## config.mk

```make
export PLATFORM = sky130hd
export DESIGN_NAME = bitmap_first_fit_allocator_unit
export DESIGN_NICKNAME = d
export VERILOG_FILES = /design/src/sv/bffa_pkg.sv /design/src/sv/bitmap_first_fit_allocator_unit.sv /design/src/sv/bffa_ram.sv /design/src/sv/bffa_word_track.sv
export SDC_FILE = /design/constraint.sdc
export NUM_CORES = 2
export LEC_CHECK = 0
export ABC_AREA = 1
export BUFFER_PORTS_ARGS = -buffer_cell sky130_fd_sc_hd__clkbuf_2
export CAP_MARGIN = 10
export CORE_ASPECT_RATIO = 1.2
export CORE_MARGIN = 1.5
export CORE_UTILIZATION = 55
export DETAILED_ROUTE_END_ITERATION = 7
export PLACE_DENSITY = 0.67
export SLEW_MARGIN = 0
export SYNTH_ARGS = -nofsm -noshare
export SYNTH_HDL_FRONTEND = slang
export SYNTH_SLANG_ARGS = --single-unit
```

## constraint.sdc

```tcl
create_clock -name clk -period 7.4 [get_ports clk]
set_input_delay 0.37 -clock clk [delete_from_list [all_inputs] [get_ports clk]]
set_output_delay 0.37 -clock clk [all_outputs]
set_load 0.01 [all_outputs]
```

## src/sv/bffa_pkg.sv

```systemverilog
`default_nettype none
package bffa_pkg;

  localparam int WORD_BITS   = 32;
  localparam int MAX_ENTRIES = 1024;
  localparam int NUM_WORDS   = MAX_ENTRIES / WORD_BITS;
  localparam int BIT_AW      = $clog2(WORD_BITS);
  localparam int WORD_AW     = $clog2(NUM_WORDS);
  localparam int IDX_W       = 10;
  localparam int CAP_W       = 11;
  localparam int STATUS_W    = 2;
  localparam int WLIM_W      = WORD_AW + 1;

  localparam logic [CAP_W-1:0] CAP_RESET = CAP_W'(MAX_ENTRIES);

  localparam logic CMD_ALLOC   = 1'b0;
  localparam logic CMD_RELEASE = 1'b1;

  localparam logic [STATUS_W-1:0] STATUS_OK          = 2'd0;
  localparam logic [STATUS_W-1:0] STATUS_FULL        = 2'd1;
  localparam logic [STATUS_W-1:0] STATUS_BAD_RELEASE = 2'd2;

  // write-back info from the update stage to the word tracker
  typedef struct packed {
    logic               en;
    logic [WORD_AW-1:0] word;
    logic               full;
  } word_upd_t;

  // position of the lowest set bit, zero when none
  function automatic logic [BIT_AW-1:0] lowest_set(input logic [WORD_BITS-1:0] v);
    logic [BIT_AW-1:0] r;
    r = '0;
    for (int i = WORD_BITS - 1; i >= 0; i--) begin
      if (v[i]) begin
        r = i[BIT_AW-1:0];
      end
    end
    return r;
  endfunction

endpackage
`default_nettype wire

```

## src/sv/bitmap_first_fit_allocator_unit.sv

```systemverilog
`default_nettype none
// first-fit bitmap allocator over 1024 entries kept as 32 words of 32 bits
// input channel (s_*): s_tuser is the command (0 allocate, 1 release),
//   s_tdata carries the entry to release; it is ignored on allocate
// output channel (m_*): one transaction per input, granted index and status
//   (0 ok, 1 no free entry, 2 release of a free or out-of-range entry)
// cfg_we/cfg_wdata write the capacity; only whole words below it are
//   searched, and values above 1024 act as 1024
// each request runs in two steps: the accept cycle picks the word from the
//   per-word full flags and reads it from the bitmap memory; the update stage,
//   entered in the cycle after accept, finds the bit and, once the output
//   register is free, writes the word back and loads the output register
// the read-modify-write of one bitmap word bounds the request rate; a new
//   request is taken only after the write-back, so accesses never overlap
// reset clears capacity to 1024, the full flags and the per-word written
//   marks; an unwritten word reads as all free, so no clearing pass is needed
// a stalled receiver holds the result in the output register; the next
//   request may still be accepted and then waits in the update stage
module bitmap_first_fit_allocator_unit (
  input  wire logic        clk,
  input  wire logic        rst,
  // configuration
  input  wire logic        cfg_we,
  input  wire logic [10:0] cfg_wdata,      // capacity
  // request stream
  input  wire logic        s_tvalid,
  output logic             s_tready,
  input  wire logic [15:0] s_tdata,        // [9:0] entry_index, [15:10] zero
  input  wire logic        s_tuser,        // [0] command
  // result stream
  output logic             m_tvalid,
  input  wire logic        m_tready,
  output logic [15:0] m_tdata              // [9:0] granted_index, [11:10] status, [15:12] zero
);

  localparam logic ST_IDLE = 1'b0;
  localparam logic ST_MOD  = 1'b1;

  logic                              state;
  logic [bffa_pkg::CAP_W-1:0]        capacity;

  // request held from the accept cycle for the update stage
  logic                              cmd_r;
  logic [bffa_pkg::IDX_W-1:0]        idx_r;
  logic [bffa_pkg::WORD_AW-1:0]      word_r;
  logic                              hit_r;
  logic                              in_range_r;
  logic                              valid_r;

  logic [bffa_pkg::IDX_W-1:0]        granted;
  logic [bffa_pkg::STATUS_W-1:0]     status;

  logic                              accept;
  logic                              out_free;
  logic                              finish;
  logic [bffa_pkg::WLIM_W-1:0]       word_limit;
  logic [bffa_pkg::WORD_AW-1:0]      pick_word;
  logic                              pick_hit;
  logic [bffa_pkg::WORD_AW-1:0]      rd_word;
  logic                              rd_valid;
  logic [bffa_pkg::IDX_W-1:0]        in_idx;

  logic [bffa_pkg::WORD_BITS-1:0]    ram_rdata;
  logic [bffa_pkg::WORD_BITS-1:0]    word_data;
  logic [bffa_pkg::WORD_BITS-1:0]    new_word;
  logic [bffa_pkg::BIT_AW-1:0]       bit_sel;
  logic                              do_write;
  logic [bffa_pkg::IDX_W-1:0]        res_index;
  logic [bffa_pkg::STATUS_W-1:0]     res_status;
  bffa_pkg::word_upd_t               upd;

  assign in_idx   = s_tdata[bffa_pkg::IDX_W-1:0];
  assign s_tready = (state == ST_IDLE);
  assign accept   = s_tvalid && s_tready;
  assign out_free = !m_tvalid || m_tready;
  assign finish   = (state == ST_MOD) && out_free;

  // number of whole words below capacity, saturated at the full map
  assign word_limit = (capacity >= bffa_pkg::CAP_RESET) ?
                      bffa_pkg::WLIM_W'(bffa_pkg::NUM_WORDS) :
                      {1'b0, capacity[bffa_pkg::BIT_AW +: bffa_pkg::WORD_AW]};

  // word to read: first non-full word on allocate, the entry's word on release
  assign rd_word = (s_tuser == bffa_pkg::CMD_RELEASE) ?
                   in_idx[bffa_pkg::IDX_W-1 -: bffa_pkg::WORD_AW] : pick_word;

  always_ff @(posedge clk) begin
    if (rst) begin
      capacity <= bffa_pkg::CAP_RESET;
    end else if (cfg_we) begin
      capacity <= cfg_wdata;
    end
  end

  always_ff @(posedge clk) begin
    if (rst) begin
      state <= ST_IDLE;
    end else begin
      case (state)
        ST_IDLE: begin
          if (accept) begin
            state <= ST_MOD;
          end
        end
        ST_MOD: begin
          if (out_free) begin
            state <= ST_IDLE;
          end
        end
        default: state <= ST_IDLE;
      endcase
    end
  end

  always_ff @(posedge clk) begin
    if (accept) begin
      cmd_r      <= s_tuser;
      idx_r      <= in_idx;
      word_r     <= rd_word;
      hit_r      <= pick_hit;
      in_range_r <= ({1'b0, in_idx} < capacity);
      valid_r    <= rd_valid;
    end
  end

  bffa_word_track u_track (
    .clk        (clk),
    .rst        (rst),
    .word_limit (word_limit),
    .upd        (upd),
    .rd_word    (rd_word),
    .rd_valid   (rd_valid),
    .pick_word  (pick_word),
    .pick_hit   (pick_hit)
  );

  bffa_ram #(
    .DEPTH (bffa_pkg::NUM_WORDS),
    .WIDTH (bffa_pkg::WORD_BITS)
  ) u_ram (
    .clk   (clk),
    .we    (do_write),
    .waddr (word_r),
    .wdata (new_word),
    .re    (accept),
    .raddr (rd_word),
    .rdata (ram_rdata)
  );

  // update stage: never-written words read as all free
  assign word_data = valid_r ? ram_rdata : '0;

  always_comb begin
    res_index  = '0;
    res_status = bffa_pkg::STATUS_FULL;
    new_word   = word_data;
    bit_sel    = idx_r[bffa_pkg::BIT_AW-1:0];
    do_write   = 1'b0;
    if (cmd_r == bffa_pkg::CMD_ALLOC) begin
      bit_sel = bffa_pkg::lowest_set(~word_data);
      if (hit_r) begin
        new_word   = word_data | (bffa_pkg::WORD_BITS'(1) << bit_sel);
        res_index  = {word_r, bit_sel};
        res_status = bffa_pkg::STATUS_OK;
        do_write   = finish;
      end
    end else begin
      res_status = bffa_pkg::STATUS_BAD_RELEASE;
      if (in_range_r && word_data[bit_sel]) begin
        new_word   = word_data & ~(bffa_pkg::WORD_BITS'(1) << bit_sel);
        res_index  = idx_r;
        res_status = bffa_pkg::STATUS_OK;
        do_write   = finish;
      end
    end
  end

  // en, word, full
  assign upd = {do_write, word_r, &new_word};

  // output register
  always_ff @(posedge clk) begin
    if (rst) begin
      m_tvalid <= 1'b0;
    end else if (finish) begin
      m_tvalid <= 1'b1;
    end else if (m_tready) begin
      m_tvalid <= 1'b0;
    end
  end

  always_ff @(posedge clk) begin
    if (finish) begin
      granted <= res_index;
      status  <= res_status;
    end
  end

  assign m_tdata = {4'b0, status, granted};

  // checks
  ap_accept_to_mod: assert property (@(posedge clk) disable iff (rst)
    accept |=> (state == ST_MOD))
    else $error("request not moved to update stage");

  ap_no_read_in_mod: assert property (@(posedge clk) disable iff (rst)
    (state == ST_MOD) |-> !accept)
    else $error("bitmap read while update pending");

  ap_write_only_on_finish: assert property (@(posedge clk) disable iff (rst)
    do_write |-> (finish && res_status == bffa_pkg::STATUS_OK))
    else $error("bitmap written without ok result");

  ap_err_index_zero: assert property (@(posedge clk) disable iff (rst)
    (m_tvalid && status != bffa_pkg::STATUS_OK) |-> (granted == '0))
    else $error("nonzero index on error status");

  ap_result_after_finish: assert property (@(posedge clk) disable iff (rst)
    finish |=> m_tvalid)
    else $error("result lost from output register");

endmodule
`default_nettype wire

```

## src/sv/bffa_ram.sv

```systemverilog
`default_nettype none
module bffa_ram #(
  parameter int DEPTH = 32,
  parameter int WIDTH = 32,
  parameter int AW    = $clog2(DEPTH)
) (
  input  wire logic             clk,
  input  wire logic             we,
  input  wire logic [AW-1:0]    waddr,
  input  wire logic [WIDTH-1:0] wdata,
  input  wire logic             re,
  input  wire logic [AW-1:0]    raddr,
  output logic      [WIDTH-1:0] rdata
);

  logic [WIDTH-1:0] mem [DEPTH];

  always_ff @(posedge clk) begin
    if (we) begin
      mem[waddr] <= wdata;
    end
  end

  always_ff @(posedge clk) begin
    if (re) begin
      rdata <= mem[raddr];
    end
  end

endmodule
`default_nettype wire

```

## src/sv/bffa_word_track.sv

```systemverilog
`default_nettype none
module bffa_word_track (
  input  wire logic                             clk,
  input  wire logic                             rst,
  input  wire logic [bffa_pkg::WLIM_W-1:0]      word_limit,
  input  wire bffa_pkg::word_upd_t              upd,
  input  wire logic [bffa_pkg::WORD_AW-1:0]     rd_word,
  output logic                                  rd_valid,
  output logic [bffa_pkg::WORD_AW-1:0]          pick_word,
  output logic                                  pick_hit
);

  logic [bffa_pkg::NUM_WORDS-1:0] full_flags;
  logic [bffa_pkg::NUM_WORDS-1:0] word_valid;
  logic [bffa_pkg::NUM_WORDS-1:0] cand;

  // full flags and written marks, cleared at reset in place of the bitmap
  always_ff @(posedge clk) begin
    if (rst) begin
      full_flags <= '0;
      word_valid <= '0;
    end else if (upd.en) begin
      full_flags[upd.word] <= upd.full;
      word_valid[upd.word] <= 1'b1;
    end
  end

  always_comb begin
    for (int w = 0; w < bffa_pkg::NUM_WORDS; w++) begin
      cand[w] = !full_flags[w] && (bffa_pkg::WLIM_W'(w) < word_limit);
    end
  end

  assign pick_hit  = |cand;
  assign pick_word = bffa_pkg::lowest_set(cand);
  assign rd_valid  = word_valid[rd_word];

endmodule
`default_nettype wire
```

==> metrics.yaml <==
synth:
  ys_warn_count: 0
  synth_cell_types: 42
  synth_seq_cells: 1164
  synth_compound_area_share_pct: 2.487
  synth_top_family_by_area: "simple AND/OR/NAND/NOR gates"
  synth-simple-area-share_pct: 24.12
  synth_area_leaders: "edfxtp_1, nand3_1, nand2_1"
  ys_top_cells_by_count: "nand2_1, nand3_1, edfxtp_1"
  yosysSeqAreaShare_pct: 65.46
  synth_area_leader_cell: "edfxtp_1"
  async_reset_ff_share_pct: 0
  synth-edff-count: 1087
  synth_adder_area_share_pct: 0.2156
  postSynthAreaPerCell_um2: 10.13
  synth_top_area_share_pct: 62.51
  syn_inst: 5157
  synth_xor_area_share_pct: 0
  synthFlopType: "edfxtp_1"
  synth.area.mux_share_pct: 0
  post-synth-top-count-cell: "nand2_1"
  syn-cell-area_um2: 52220
run_status:
  status: "finished, final reports clean"
placement:
  post-dp-hpwl_mm: 78.26
  dpl-instance-area_um2: 53720
  place_inst: 6232
  gp_congestion: 0.9839
  portBuffers: 40
cts:
  cts_root_buffer: "clkbuf_16"
  cts_tree: "yes"
  insertion_delay_ns: 0.71
  htreeDepth: 3
  cts_buffers: 113
  clock_path_buffers: 3
  path_clk_slew_ns: 0.07
  cts-resized-gates: 0
  cts.sinks: 1164
run:
  maxCapViolCount: 0
cells_and_area:
  fillers: 7551
  multi_input_area_um2: 14350
  nNetsFinal: 5165
  regArea_um2: 34180
  drive_gt1_share_pct: 7.110
  fin_cells: 6468
  n_antenna_cell: 0
  syn_to_final_growth_pct: 10.30
  postLayoutCellArea_um2: 57600
power_and_ir_drop:
  seq_power_share_pct: 51.8
  p_leak_nw: 23.31
  pwr-share-clk_pct: 39.9
  power_frac_comb_pct: 8.3
  totalPowerFinal_mw: 14.22
  peakVddDrop_v: 0.0002175
  swShare_pct: 23.73
  internal_power_mw: 10.85
  p_switching_mw: 3.374
  power_density_nw_per_um2: 246.9
critical_path:
  r2r_slack_ns: 1.99
  critical_path.cell_chain: "inv_1 > nor2_1 > inv_1 > o21ai_0 > a2111oi_0 > o22ai_1 > nand2_1 > nand3_1 > nand2_1 > inv_1 > nor3_1 > nand3_1 > nor2_4 > buf_12"
  worstSetupPathType: "register to register"
  r2r.worst_path.cells: 14
  timing.rr.start: "idx_r[1]"
  critPathSlowestCell: "nor2_4"
  crit_buf_inv: 4
  cp-end-kind: "register"
  crit_fanout: 19
  cp-start-kind: "register"
  arrival_ns: 5.78
  slowest_delay_ns: 1.22
  cp_common_cell: "inv_1"
  crit_family: "simple AND/OR/NAND/NOR gates"
  startpoint: "idx_r[1]"
  r2r-end: "u_ram.mem[28][27]"
  required_ns: 7.77
detailed_routing:
  ant_nets: 0
  drc_errors: 0
  drt-wirelength-per-cell_um: 22.92
  drt_iter0_markers: 4232
  drt-total-wl_mm: 148.2
  vias_per_cell: 5.811
  dr_total_vias: 37590
  drt_first_pass_iters: 8
global_route:
  antenna_found_initial: 1
  grt_max_degree: 200
  grt_pass1_wl_mm: 219.1
  grt_pass1_vias: 34860
  grt.overflow.total: 0
  grt_use_total_pct: 30.27
sta:
  hold_viol: 0
  worst_slew_pin_slew_ns: 1.225
  slew_violations: 0
  fin_tns_setup_ns: 0
  finalCritPeriodShare_pct: 73.07
  setup_viol: 0
  rsz0062_at_grt: "no"
  slew_headroom_pct: 18.16
  min_period_ns: 5.407
  clock_skew_ns: 0.02942
  fmax_mhz: 184.9
floorplan:
  io_pins: 51
  initial_core_util_pct: 55.62
  die_x_um: 284.3
  core_um2: 93880
  dieArea_um2: 96810
  rows: 123
  fp.dieH_um: 340.5
min_path:
  whs_path_depth: 1
  hold_class: "input pin to register"
  hold_end: "cmd_r"
  hold_start: "s_tuser"
-- layout make-up --
cell class / instances / area share (%)
clock inverter: 71 / 1.067
sequential: 1164 / 59.35
multi-input combinational: 3040 / 24.91
timing repair buffer: 164 / 2.572
tap: 1250 / 2.715
inverter: 640 / 4.195
clock buffer: 139 / 5.188
-- worst register-to-register path, cell delays in order, from the launching register on --
cell and delay [ns]:
edfxtp_1 0.48, inv_1 0.12, nor2_1 0.17, inv_1 0.29, o21ai_0 0.12, a2111oi_0 0.62
o22ai_1 0.24, nand2_1 0.11, nand3_1 0.13, nand2_1 0.15, inv_1 0.08, nor3_1 0.28
nand3_1 0.72, nor2_4 1.22, buf_12 0.33
-- stage by stage --
step / setup WS, ns / util [%] / hold slack, ns
2_1_floorplan: 3.139 / - / 0.4346
3_3_place_gp: 2.110 / 57.23 / 0.4465
3_5_place_dp: 2.121 / 57.23 / 0.4532
4_1_cts: 2.072 / 61.32 / 0.007854
5_1_grt: 1.530 / 61.35 / 0.04375
6_report: 1.993 / 61.35 / 0.03434
-- power by group through the flow --
stage                     Clock, mW  Combinational (mW)  Sequential (mW)
after floorplan                   0               0.787             7.50
after global placement            0                1.14             7.51
after detailed placement          0                1.15             7.51
after CTS                      5.72                1.17             7.37
after global routing           5.96                1.29             7.37
final                          5.67                1.18             7.37
-- cell usage in the layout (no fill, tap or decap), types with 5 or more instances in the layout --
| cell | instances |
|---|---|
| o21ai_2 | 8 |
| nand3b_1 | 128 |
| clkinvlp_4 | 5 |
| nor3_1 | 32 |
| nand3_1 | 1169 |
| dfxtp_1 | 77 |
| clkbuf_2 | 40 |
| inv_1 | 630 |
| nor2_1 | 89 |
| clkbuf_16 | 115 |
| buf_4 | 76 |
| clkinv_2 | 26 |
| buf_12 | 22 |
| inv_6 | 6 |
| o21ai_0 | 66 |
| o21a_1 | 36 |
| o211ai_1 | 6 |
| ha_1 | 9 |
| bufinv_16 | 10 |
| dlygate4sd3_1 | 24 |
| nand2_1 | 1334 |
| o22ai_1 | 6 |
| a21oi_1 | 59 |
| a22oi_1 | 6 |
| clkbuf_1 | 22 |
| clkinv_1 | 28 |
| nand4_1 | 7 |
| edfxtp_1 | 1087 |
| nor2_4 | 33 |
-- cell families (layout without fill, tap and decap cells) --
logic type	count (synthesis)	after routing
adders and majority gates	9	9
other	1	4
DFF	1164	1164
buffers and inverters	956	1014
AOI/OAI and AO/OA	218	218
and+or+nand+nor	2809	2809
-- registers in the layout, summed over array words and instances (netlist names), 2 cells and up --
name / count
granted: 10
u_track.full_flags: 32
u_track.word_valid: 32
u_ram.rdata: 32
status: 2
capacity: 11
u_ram.mem: 1024
idx_r: 10
word_r: 5
-- what timing repair did --
item,4_1_cts,5_1_grt
buffers inserted,0,0
hold buffers,24,0
hold endpoints to repair,22,0
-- worst max-delay path by stage --
stage                                  end  cells after the start
CTS                  u_track.full_flags[6]                     20
global placement          u_ram.mem[22][6]                     14
floorplan           u_track.full_flags[10]                     38
finish                   u_ram.mem[28][27]                     14
detailed placement   u_track.full_flags[3]                     20
global route         u_track.full_flags[6]                     39
-- layer usage --
layer  share of wire, %  track usage (%)  vias to the layer above  routed length [um]
li1                   -                -                    17330                   -
met1                 40            40.34                    18240               59080
met2                 49            51.32                     1694               72610
met3                7.3            3.061                      323               10880
met4                3.8            12.02                        2                5679
met5             0.0034                0                        -                   5
Note: power is estimated with default switching activity, not from simulation.
